## src/sfd_pkg.sv

```systemverilog
// shared constants, state encoding and controller/datapath interface types
`default_nettype none
package sfd_pkg;

    localparam int BUF_BYTES = 64;
    localparam int ADDR_W    = $clog2(BUF_BYTES);
    localparam int LEN_W     = 6;

    localparam logic [7:0] SYNC_A   = 8'h55;
    localparam logic [7:0] SYNC_B   = 8'hAA;
    localparam logic [7:0] SYNC_SUM = 8'hFF;
    localparam logic [7:0] MAX_LEN  = 8'(BUF_BYTES - 1);

    typedef enum logic [3:0] {
        ST_HEAD1,
        ST_HEAD2,
        ST_TYPE,
        ST_LEN,
        ST_PAYLOAD,
        ST_CHECK,
        ST_EMIT_READ,
        ST_EMIT_LOAD,
        ST_EMIT_EMPTY
    } state_t;

    typedef struct packed {
        logic sum_init;
        logic sum_add;
        logic len_load;
        logic fill_clear;
        logic fill_write;
        logic emit_clear;
        logic rd_issue;
        logic out_load_data;
        logic out_load_empty;
    } cmd_t;

    typedef struct packed {
        logic is_sync_a;
        logic is_sync_b;
        logic rx_len_big;
        logic rx_len_zero;
        logic len_zero;
        logic fill_done;
        logic sum_match;
        logic emit_last;
        logic out_free;
    } sts_t;

endpackage
`default_nettype wire

```

## src/sfd_ctrl.sv

```systemverilog
// parser and emit sequencer state machine
`default_nettype none
module sfd_ctrl
    import sfd_pkg::*;
(
    input  wire  clk,
    input  wire  rst_n,
    input  wire  rx_valid,
    output logic rx_stall,
    input  sts_t sts,
    output cmd_t cmd
);

    state_t state_reg;
    state_t state_next;
    logic   accept;

    always_ff @(posedge clk or negedge rst_n)
    begin
        if (!rst_n)
        begin
            state_reg <= ST_HEAD1;
        end
        else
        begin
            state_reg <= state_next;
        end
    end

    always_comb
    begin
        state_next = state_reg;
        cmd        = '0;
        rx_stall   = (state_reg == ST_EMIT_READ) || (state_reg == ST_EMIT_LOAD)
                     || (state_reg == ST_EMIT_EMPTY);
        accept     = rx_valid && !rx_stall;
        case (state_reg)
            ST_HEAD1:
            begin
                if (accept && sts.is_sync_a)
                begin
                    state_next = ST_HEAD2;
                end
            end
            ST_HEAD2:
            begin
                if (accept)
                begin
                    if (sts.is_sync_b)
                    begin
                        cmd.sum_init = 1'b1;
                        state_next   = ST_TYPE;
                    end
                    else if (!sts.is_sync_a)
                    begin
                        state_next = ST_HEAD1;
                    end
                end
            end
            ST_TYPE:
            begin
                if (accept)
                begin
                    cmd.sum_add = 1'b1;
                    state_next  = ST_LEN;
                end
            end
            ST_LEN:
            begin
                if (accept)
                begin
                    if (sts.rx_len_big)
                    begin
                        state_next = ST_HEAD1;
                    end
                    else
                    begin
                        cmd.sum_add  = 1'b1;
                        cmd.len_load = 1'b1;
                        if (sts.rx_len_zero)
                        begin
                            state_next = ST_CHECK;
                        end
                        else
                        begin
                            cmd.fill_clear = 1'b1;
                            state_next     = ST_PAYLOAD;
                        end
                    end
                end
            end
            ST_PAYLOAD:
            begin
                if (accept)
                begin
                    cmd.sum_add    = 1'b1;
                    cmd.fill_write = 1'b1;
                    if (sts.fill_done)
                    begin
                        state_next = ST_CHECK;
                    end
                end
            end
            ST_CHECK:
            begin
                if (accept)
                begin
                    if (!sts.sum_match)
                    begin
                        state_next = ST_HEAD1;
                    end
                    else if (sts.len_zero)
                    begin
                        state_next = ST_EMIT_EMPTY;
                    end
                    else
                    begin
                        cmd.emit_clear = 1'b1;
                        state_next     = ST_EMIT_READ;
                    end
                end
            end
            ST_EMIT_READ:
            begin
                cmd.rd_issue = 1'b1;
                state_next   = ST_EMIT_LOAD;
            end
            ST_EMIT_LOAD:
            begin
                if (sts.out_free)
                begin
                    cmd.out_load_data = 1'b1;
                    state_next = sts.emit_last ? ST_HEAD1 : ST_EMIT_READ;
                end
            end
            ST_EMIT_EMPTY:
            begin
                if (sts.out_free)
                begin
                    cmd.out_load_empty = 1'b1;
                    state_next         = ST_HEAD1;
                end
            end
            default:
            begin
                state_next = ST_HEAD1;
            end
        endcase
    end

endmodule
`default_nettype wire

```

## src/sfd_datapath.sv

```systemverilog
// checksum, length, payload buffer and output register
`default_nettype none
module sfd_datapath
    import sfd_pkg::*;
(
    input  wire              clk,
    input  wire              rst_n,
    input  wire  [7:0]       rx_byte,
    input  cmd_t             cmd,
    output sts_t             sts,
    output logic             res_valid,
    input  wire              res_stall,
    output logic [7:0]       payload_byte,
    output logic [LEN_W-1:0] frame_length,
    output logic             empty_frame,
    output logic             last_of_frame
);

    logic [7:0]        mem [BUF_BYTES];
    logic [7:0]        sum_reg;
    logic [LEN_W-1:0]  len_reg;
    logic [ADDR_W-1:0] fill_reg;
    logic [ADDR_W-1:0] emit_reg;
    logic [7:0]        rd_data_reg;
    logic              out_valid_reg;
    logic [7:0]        out_byte_reg;
    logic [LEN_W-1:0]  out_len_reg;
    logic              out_empty_reg;
    logic              out_last_reg;

    assign sts.is_sync_a   = (rx_byte == SYNC_A);
    assign sts.is_sync_b   = (rx_byte == SYNC_B);
    assign sts.rx_len_big  = (rx_byte > MAX_LEN);
    assign sts.rx_len_zero = (rx_byte == 8'd0);
    assign sts.len_zero    = (len_reg == '0);
    assign sts.fill_done   = ((ADDR_W+1)'(fill_reg) + (ADDR_W+1)'(1))
                             >= (ADDR_W+1)'(len_reg);
    assign sts.sum_match   = (sum_reg == rx_byte);
    assign sts.emit_last   = ((ADDR_W+1)'(emit_reg) + (ADDR_W+1)'(1))
                             == (ADDR_W+1)'(len_reg);
    assign sts.out_free    = !out_valid_reg || !res_stall;

    // payload buffer, one write and one registered read port
    always_ff @(posedge clk)
    begin
        if (cmd.fill_write)
        begin
            mem[fill_reg] <= rx_byte;
        end
        if (cmd.rd_issue)
        begin
            rd_data_reg <= mem[emit_reg];
        end
    end

    always_ff @(posedge clk or negedge rst_n)
    begin
        if (!rst_n)
        begin
            sum_reg  <= '0;
            len_reg  <= '0;
            fill_reg <= '0;
            emit_reg <= '0;
        end
        else
        begin
            if (cmd.sum_init)
            begin
                sum_reg <= SYNC_SUM;
            end
            else if (cmd.sum_add)
            begin
                sum_reg <= sum_reg + rx_byte;
            end
            if (cmd.len_load)
            begin
                len_reg <= rx_byte[LEN_W-1:0];
            end
            if (cmd.fill_clear)
            begin
                fill_reg <= '0;
            end
            else if (cmd.fill_write)
            begin
                fill_reg <= fill_reg + ADDR_W'(1);
            end
            if (cmd.emit_clear)
            begin
                emit_reg <= '0;
            end
            else if (cmd.out_load_data)
            begin
                emit_reg <= emit_reg + ADDR_W'(1);
            end
        end
    end

    // output register, freed when the receiver takes the beat
    always_ff @(posedge clk or negedge rst_n)
    begin
        if (!rst_n)
        begin
            out_valid_reg <= 1'b0;
        end
        else if (cmd.out_load_data || cmd.out_load_empty)
        begin
            out_valid_reg <= 1'b1;
        end
        else if (!res_stall)
        begin
            out_valid_reg <= 1'b0;
        end
    end

    always_ff @(posedge clk)
    begin
        if (cmd.out_load_data)
        begin
            out_byte_reg  <= rd_data_reg;
            out_len_reg   <= len_reg;
            out_empty_reg <= 1'b0;
            out_last_reg  <= sts.emit_last;
        end
        else if (cmd.out_load_empty)
        begin
            out_byte_reg  <= 8'd0;
            out_len_reg   <= '0;
            out_empty_reg <= 1'b1;
            out_last_reg  <= 1'b1;
        end
    end

    assign res_valid     = out_valid_reg;
    assign payload_byte  = out_byte_reg;
    assign frame_length  = out_len_reg;
    assign empty_frame   = out_empty_reg;
    assign last_of_frame = out_last_reg;

endmodule
`default_nettype wire

```

## src/sum8_frame_deframer_unit.sv

```systemverilog
// top level of the sum8 frame deframer
// usage:
//   rx channel: one received byte per beat (rx_valid, rx_stall, rx_byte)
//   res channel: one payload byte per beat with frame_length, empty_frame
//   and last_of_frame (res_valid, res_stall)
//   frame format: 0x55 0xAA type length payload[length] check, where check
//   is the 8-bit wrapping sum of all bytes before it
//   header, type, length and payload bytes are taken one per cycle; the
//   checksum is accumulated as bytes arrive, so the check byte is also
//   taken without a stall
//   on a match the payload is read back from the 64-byte buffer: each byte
//   takes a buffer read and then an output load, so rx_stall stays high
//   through the whole readback plus any receiver stalls; an empty frame
//   gives one beat with empty_frame set, loaded once the output register
//   is free after its check byte is accepted
//   the first payload byte reaches the output through the registered buffer read
//   lengths above 63 drop the frame at once; a mismatch emits nothing
//   a stalled receiver freezes the output register and the read sequencer,
//   and rx_stall stays high until the last beat of the run is loaded; after
//   that the rx side takes bytes of the next frame while the last beat waits
//   reset puts the parser back to hunting for 0x55 and empties the output
`default_nettype none
module sum8_frame_deframer_unit
    import sfd_pkg::*;
(
    input  wire        clk,
    input  wire        rst_n,
    input  wire        rx_valid,
    output logic       rx_stall,
    input  wire  [7:0] rx_byte,
    output logic       res_valid,
    input  wire        res_stall,
    output logic [7:0] payload_byte,
    output logic [5:0] frame_length,
    output logic       empty_frame,
    output logic       last_of_frame
);

    // command and status between sequencer and datapath
    cmd_t cmd;
    sts_t sts;

    sfd_ctrl u_ctrl (
        .clk      (clk),
        .rst_n    (rst_n),
        .rx_valid (rx_valid),
        .rx_stall (rx_stall),
        .sts      (sts),
        .cmd      (cmd)
    );

    sfd_datapath u_dp (
        .clk           (clk),
        .rst_n         (rst_n),
        .rx_byte       (rx_byte),
        .cmd           (cmd),
        .sts           (sts),
        .res_valid     (res_valid),
        .res_stall     (res_stall),
        .payload_byte  (payload_byte),
        .frame_length  (frame_length),
        .empty_frame   (empty_frame),
        .last_of_frame (last_of_frame)
    );

endmodule
`default_nettype wire

```

## config.mk

```make
export PLATFORM = sky130hd
export DESIGN_NAME = sum8_frame_deframer_unit
export DESIGN_NICKNAME = d
export VERILOG_FILES = /design/src/sfd_pkg.sv /design/src/sfd_ctrl.sv /design/src/sfd_datapath.sv /design/src/sum8_frame_deframer_unit.sv
export SDC_FILE = /design/constraint.sdc
export NUM_CORES = 1
export LEC_CHECK = 0
export ABC_CLOCK_PERIOD_IN_PS = 3700
export BUFFER_PORTS_ARGS = -buffer_cell sky130_fd_sc_hd__buf_2
export CORE_ASPECT_RATIO = 1.5
export CORE_MARGIN = 5
export CORE_UTILIZATION = 61
export CTS_CLUSTER_SIZE = 20
export DETAILED_ROUTE_END_ITERATION = 6
export GPL_TIMING_DRIVEN = 0
export PLACE_DENSITY = 0.73
export SYNTH_ARGS = -nofsm -noshare
export SYNTH_HDL_FRONTEND = slang
export SYNTH_HIERARCHICAL = 1
export SYNTH_SLANG_ARGS = --single-unit
```

## constraint.sdc

```tcl
create_clock -name clk -period 3.7 [get_ports clk]
set_input_delay 0.185 -clock clk [delete_from_list [all_inputs] [get_ports clk]]
set_output_delay 0.185 -clock clk [all_outputs]
set_load 0.005 [all_outputs]
```

==> out/qor.csv, run 1 <==
stage,metric,value,unit
outcome,status,finished clean,
die,core area,0.03680,mm^2
worst_setup_path,worst-case reg-to-reg path depth,7,
worst_setup_path,Worst Setup Path Type,reg2reg,
routing,"antenna viol nets, final",0,
yosys,Synth Register Bits,567,
die,die height,246.3,um
sta,RSZ-0062 raised after global routing,true,
placed_design,DP HPWL,32.49,mm
die,Die W,167.5,um
die,row count,86,
yosys,top cell type's share of synthesized area,0.7075,
yosys,Post-synth EDFFs,535,
placed_design,placed cell area,0.02346,mm^2
cts,CTS sink count,567,
worst_setup_path,Worst setup SP type,register,
layout,Layout area overhead,11.15,%
layout,Largest Register,u_dp/mem,
cts,CTS Buf Count,50,
min_path,hold endpoint,u_dp/mem[13][3],
worst_setup_path,CP required,3.91,ns
routing,routed wire length,50.45,mm
cts,Longest Clk Path Bufs,3,
yosys,Synth cell types,55,
yosys,Synth Area per Inst,19.02,um^2
global_routing,total global-route track usage,0.2506,
sta,Final period util,0.9788,
yosys,synthesized instance count,1194,
global_routing,initial antenna violation count,1,
yosys,ys async rst share,0.05467,
yosys,Synth area leaders,"edfxtp_1, mux4_2, dfrtp_1",
routing,WL/cell,27.98,um
global_routing,first-pass GRT wire length,76.09,mm
yosys,"Cell Area, Synth",0.02271,mm^2
placed_design,gpl congestion,0.8991,
global_routing,vias in the first global route,11990,
min_path,hold depth,1,
pwr,Static Leak,8.130,nW
layout,Final Cell Area,0.02524,mm^2
yosys,Yosys top cell by area,edfxtp_1,
worst_setup_path,FF-to-FF Start,u_ctrl/state_reg[2],
sta,Final setup viols,0,
cts,worst-skew pair later-pin latency,0.58,ns
layout,"non-filler cells, final",1803,
cts,Post CTS Setup Buffer Count,0,
die,die area,0.04126,mm^2
cts,Root Buffer,clkbuf_16,
sta,worst slew pin tran,1.357,ns
placed_design,placed insts,1707,
worst_setup_path,"setup slack, reg-to-reg",0.08,ns
global_routing,largest net degree at the start of global routing,70,
sta,Final Hold Violating Endpoints,0,
routing,DR vias,11760,
yosys,synth warn,6,
die,Initial Util,0.6171,
sta,Rel. slew slack,0.09522,
sta,Final Skew,0.01275,ns
yosys,syn_nets,1222,
routing,drt first pass iters,6,
layout,layout cell share with drive strength beyond 1,0.2092,
sta,Period minus WS final,3.622,ns
layout,max reg flops,512,
placed_design,IO Port Bufs,29,
yosys,sequential element share of the synthesized area,0.7425,
cts,CTS tree,built,
min_path,Hold Crit Class,in2reg,
worst_setup_path,CP Data Arrival Time,3.83,ns
routing,vias per inst,6.520,
min_path,HP Start,rx_byte[3],
worst_setup_path,critical path capture point type,register,
cts,H-tree depth,2,
job,Max Cap Viol,0,
die,io pins,30,
pwr,maximum vdd drop,461.9,uV
worst_setup_path,R2R Path End,u_dp/mem[14][7],
sta,Peak Freq,276.1,MHz
worst_setup_path,"Max FO, Critical Path",10,
routing,DRT iter0 DRCs,1246,
routing,DRC violations left,0,
pwr,power per standard cell area,630.7,mW/mm^2
layout,Layout Nets,1306,
layout,# diodes,0,
cts,Worst-path clk slew,0.06,ns
sta,Slew Limit Fails,0,
yosys,ys flop type,edfxtp_1,
global_routing,grt ovf,0,
==> placed cells by master (no fill, tap or decap), types with 4 or more instances in the layout <==
cell type / Yosys / routed
dfrtp_1: 31 / 31
clkinv_2: 0 / 15
nand4_1: 7 / 7
clkbuf_1: 43 / 46
edfxtp_1: 535 / 535
inv_1: 14 / 14
nor2b_1: 9 / 9
nand3_1: 12 / 12
and2_1: 17 / 17
or4_1: 12 / 12
xor2_1: 15 / 15
clkinv_1: 0 / 7
buf_6: 7 / 7
bufinv_16: 0 / 10
a21oi_1: 44 / 44
buf_1: 7 / 7
mux4_2: 128 / 128
ha_1: 15 / 15
xnor2_1: 11 / 11
or2_2: 5 / 5
nor2_1: 91 / 90
a22oi_1: 64 / 64
mux2i_1: 4 / 4
nand2_1: 26 / 26
clkbuf_16: 0 / 50
o21ai_0: 15 / 15
buf_2: 11 / 40
and3_1: 4 / 4
nor4_1: 4 / 4
nand2b_1: 10 / 10
nor3_1: 8 / 8
==> critical path: stages, from the launching register on <==
cell and delay, ns:
dfrtp_1 0.42, buf_2 0.23, nor2b_1 0.28, and3_1 0.25, clkbuf_1 0.38, nor2b_1 0.31
nand3_1 0.54, nor2_1 0.83
==> kinds of logic after synthesis <==
logic type,Yosys count,synth area share
buf+inv,85,0.01747
mux,135,0.1304
xor+xnor,26,0.01003
compound gates,147,0.04237
simple gates,218,0.04810
flops,567,0.7425
fa+ha+maj,16,0.009147
==> power by group <==
| group | internal [W] | leakage (nW) | switching (W) |
|---|---|---|---|
| registers | 0.00718 | 5.17 | 0.0000755 |
| logic | 0.00148 | 2.10 | 0.00175 |
| clock network | 0.00319 | 0.859 | 0.00225 |
| total | 0.0118 | 8.13 | 0.00408 |
==> final cells by class <==
cell class,instances,area (um^2)
buffer,71,344.1
clock buffer,53,1262
clock inverter,40,476.7
fill,2367,11560
inverter,14,52.55
multi-input combinational,542,5453
sequential,567,16860
tap,484,605.6
timing repair buffer,32,185.2
==> cell usage after synthesis, types with 14 or more instances <==
master,n
a22oi_1,64
nand2_1,26
o21ai_0,15
xor2_1,15
ha_1,15
dfrtp_1,31
inv_1,14
edfxtp_1,535
and2_1,17
mux4_2,128
clkbuf_1,43
nor2_1,91
a21oi_1,44
==> per-stage QoR <==
step / hold WS, ns / utilization / worst slack, ns / total power, W / setup TNS [ns]
finish: 0.09198 / 0.6859 / 0.07832 / 0.01592 / 0
global route: 0.08502 / 0.6859 / -0.1094 / 0.01656 / -4.455
CTS: 0.1174 / 0.6853 / 0.1434 / 0.01602 / 0
detailed placement: 0.2894 / 0.6375 / 0.1739 / 0.01061 / 0
global placement: 0.2840 / 0.6375 / 0.2232 / 0.01056 / 0
floorplan: -0.1106 / - / 0.9940 / 0.009702 / 0
==> worst max path at each step <==
stage,cells past startpoint,endpoint,startpoint,slack [ns]
after floorplan,7,u_dp/mem[48][0],u_ctrl/state_reg[2],0.99
after global placement,7,u_dp/mem[62][2],u_ctrl/state_reg[2],0.22
after detailed placement,7,u_dp/mem[62][2],u_ctrl/state_reg[2],0.17
after CTS,7,u_dp/mem[62][5],u_ctrl/state_reg[2],0.14
after global routing,7,u_dp/mem[46][1],u_ctrl/state_reg[2],-0.11
final,7,u_dp/mem[14][7],u_ctrl/state_reg[2],0.08
==> per-layer routing <==
metal  part of all wire  routed length [um]  vias up  GRT usage
li1                   -                   -     5005          -
met1               0.35               17650     6106     0.3145
met2               0.54               27030      511     0.4423
met3              0.062                3129      134    0.03323
met4              0.052                2636        0     0.1080
met5                  0                   0        -          0
==> repair_timing <==
| action | 4_1_cts | 5_1_grt |
|---|---|---|
| endpoints found under the setup margin | 0 | 62 |
| endpoints found under the hold margin | 33 | 0 |
| hold buffers | 2 | 0 |
| resized for setup | 0 | 1 |
No activity file was read; power rests on OpenSTA's default activity.
==> run 2: changes to the inputs <==
--- a/config.mk
+++ b/config.mk
@@ -7,13 +7,15 @@
 export LEC_CHECK = 0
 export ABC_CLOCK_PERIOD_IN_PS = 3700
 export BUFFER_PORTS_ARGS = -buffer_cell sky130_fd_sc_hd__buf_2
+export CELL_PAD_IN_SITES_DETAIL_PLACEMENT = 1
+export CELL_PAD_IN_SITES_GLOBAL_PLACEMENT = 1
 export CORE_ASPECT_RATIO = 1.5
 export CORE_MARGIN = 5
-export CORE_UTILIZATION = 61
+export CORE_UTILIZATION = 55
 export CTS_CLUSTER_SIZE = 20
 export DETAILED_ROUTE_END_ITERATION = 6
 export GPL_TIMING_DRIVEN = 0
-export PLACE_DENSITY = 0.73
+export PLACE_DENSITY = 0.75
 export SYNTH_ARGS = -nofsm -noshare
 export SYNTH_HDL_FRONTEND = slang
 export SYNTH_HIERARCHICAL = 1
==> run 2 against run 1 <==
Net effect: global-route usage grew 0.21 points; setup slack gained 0.030 ns; sequential share of layout area shrank 0.069 points; clock skew grew 0.0058 ns; clock-buffer cell count grew 10; critical path type unchanged; sequential cell count is the same; combinational power grew 2%.
==> out/qor.csv, run 2 (same netlist as run 1, synthesis figures left out) <==
stage,metric,value,unit,change
pwr,Final Total Pwr,0.01591,W,about the same
sta,Peak Freq,278.4,MHz,+0.83%
cts,Post CTS Setup Buffer Count,0,,unchanged
worst_setup_path,"Max FO, Critical Path",10,,unchanged
worst_setup_path,FF-to-FF Start,u_ctrl/state_reg[2],,
routing,routed wire length,56.27,mm,+12%
layout,Layout Nets,1307,,+0.077%
global_routing,largest net degree at the start of global routing,70,,unchanged
cts,Worst-path clk slew,0.06,ns,about the same
die,die height,258.9,um,+5.1%
die,io pins,30,,unchanged
worst_setup_path,Critical Path Slowest Stage Cell,nor2_1,,
die,die area,0.04553,mm^2,+10%
placed_design,IO Port Bufs,29,,unchanged
pwr,power per standard cell area,629.5,mW/mm^2,-0.19%
cts,Longest Clk Path Bufs,3,,unchanged
worst_setup_path,"most used cell, CP",nor2b_1,,
placed_design,gpl congestion,0.8387,,-6.7%
worst_setup_path,CP Data Arrival Time,3.79,ns,-0.04 ns
pwr,maximum vdd drop,436.6,uV,-5.5%
layout,"commonest cells after routing, fill and taps aside","edfxtp_1, mux4_2, nor2_1, a22oi_1",,
outcome,status,finished clean,,
sta,Slew Limit Fails,0,,unchanged
sta,Final Hold Violating Endpoints,0,,unchanged
die,Die W,175.9,um,+5.0%
worst_setup_path,CP required,3.90,ns,about the same
placed_design,DP HPWL,36.56,mm,+13%
global_routing,initial antenna violation count,2,,+1
worst_setup_path,critical path capture point type,register,,
layout,Final Cell Area,0.02527,mm^2,+0.10%
die,Initial Util,0.5540,,-0.06306
sta,Final period util,0.9708,,-0.008081
sta,hold slack,0.1603,ns,+0.06827 ns
layout,"non-filler cells, final",1834,,+1.7%
min_path,Hold Crit Class,in2reg,,
routing,vias per inst,6.424,,-1.5%
sta,Rel. slew slack,0.08789,,-0.007322
worst_setup_path,cell chain of the critical path,buf_2 > nor2b_1 > and3_1 > clkbuf_1 > nor2b_1 > nand2_1 > nor2_1,,
routing,WL/cell,30.68,um,+9.7%
routing,"antenna viol nets, final",0,,unchanged
min_path,hold depth,3,,+2
sta,worst slew pin tran,1.358,ns,+0.0005373 ns
layout,Layout area overhead,11.27,%,
worst_setup_path,worst-case reg-to-reg path depth,7,,unchanged
sta,RSZ-0062 raised after global routing,true,,
cts,worst-skew pair later-pin latency,0.58,ns,about the same
cts,CTS Buf Count,51,,+2.0%
routing,drt first pass iters,5,,-1
layout,Largest Register,u_dp/mem,,
min_path,HP Start,rx_valid,,
global_routing,vias in the first global route,12860,,+7.3%
layout,max reg flops,512,,unchanged
worst_setup_path,Worst setup SP type,register,,
worst_setup_path,Worst Setup Path Type,reg2reg,,
layout,layout cell share with drive strength beyond 1,0.2133,,+0.004064
global_routing,total global-route track usage,0.2527,,+0.002054
routing,DRT iter0 DRCs,1054,,-15%
sta,Period minus WS final,3.592,ns,-0.02990 ns
global_routing,grt ovf,0,,unchanged
die,core area,0.04099,mm^2,+11%
cts,H-tree depth,2,,unchanged
placed_design,placed insts,1734,,+1.6%
die,row count,91,,+5.8%
worst_setup_path,critical path launch point,u_ctrl/state_reg[2],,
global_routing,first-pass GRT wire length,84.39,mm,+11%
cts,CTS sink count,567,,unchanged
layout,"commonest non-fill, non-tap cell in the layout",edfxtp_1,,
routing,DR vias,11780,,+0.22%
cts,Root Buffer,clkbuf_16,,
worst_setup_path,highest cell delay on the worst timing path,0.81,ns,-0.02 ns
placed_design,placed cell area,0.02349,mm^2,+0.14%
pwr,Static Leak,8.095,nW,-0.43%
sta,Final setup viols,0,,unchanged
sta,Final Skew,0.01851,ns,+0.005765 ns
job,Max Cap Viol,0,,unchanged
cts,CTS tree,built,,
routing,DRC violations left,0,,unchanged
==> run 2: cell types whose count changed in the layout (fill, tap and decap cells not counted), sizes merged <==
cell / delta
buf: -1
bufinv: -4
clkbuf: +11
clkinv: -4
clkinvlp: +2
diode: +1
inv: -1
==> run 2: per-layer routing <==
metal  up-vias  part of all wire  GRT usage
met5         -                 0          0
met4         0             0.038    0.08583
met3       109             0.049    0.03064
met2       396              0.54     0.4627
met1      6264              0.37     0.3116
li1       5013                 -          -
==> run 2: final timing paths <==
path | endpoint | slack (ns)
max | u_dp/mem[24][6] | 0.11
max reg2reg | u_dp/mem[24][6] | 0.11
max in group asynchronous | u_dp/emit_reg[4] | 2.96
min | u_dp/emit_reg[0] | 0.16
min reg2reg | u_dp/sum_reg[3] | 0.49
min in group asynchronous | u_ctrl/state_reg[1] | 0.23
==> run 2: area by class of cell <==
| class | instances | area [um^2] |
|---|---|---|
| clock buffers | 63 | 1364 |
| repair buffers | 32 | 185.2 |
| flip-flops and latches | 567 | 16860 |
| fillers | 3532 | 15720 |
| diodes | 1 | 2.502 |
| inverters | 14 | 52.55 |
| clock inverters | 33 | 332.8 |
| multi-input cells | 542 | 5485 |
| well taps | 511 | 639.4 |
| plain buffers | 71 | 344.1 |
==> run 2: worst max-delay path: cells and delay by family (launching register included) <==
family                 cells  cell delay, ns
buffers and inverters      2            0.64
and+or+nand+nor            5            2.16
DFF                        1            0.40
==> run 2: report_power, final <==
part	switching, W	total [W]	internal, W
Clock	0.00230	0.00535	0.00305
Sequential	0.0000793	0.00726	0.00718
Combinational	0.00182	0.00330	0.00148
Total	0.00420	0.0159	0.0117
==> run 2: metrics by stage <==
step	util	setup WS (ns)	setup TNS, ns
global placement	0.5731	0.1787	0
floorplan	-	0.9940	0
detailed placement	0.5731	-0.002244	-0.01133
global route	0.6164	-0.04291	-2.067
CTS	0.6151	0.003513	0
finish	0.6164	0.1082	0
==> run 2: repair_timing <==
action                                  CTS  global route
endpoints found under the setup margin    8            68
hold endpoints to repair                 33             0
resized for setup                         1            12
cloned                                    0             0
hold buffers                              2             0
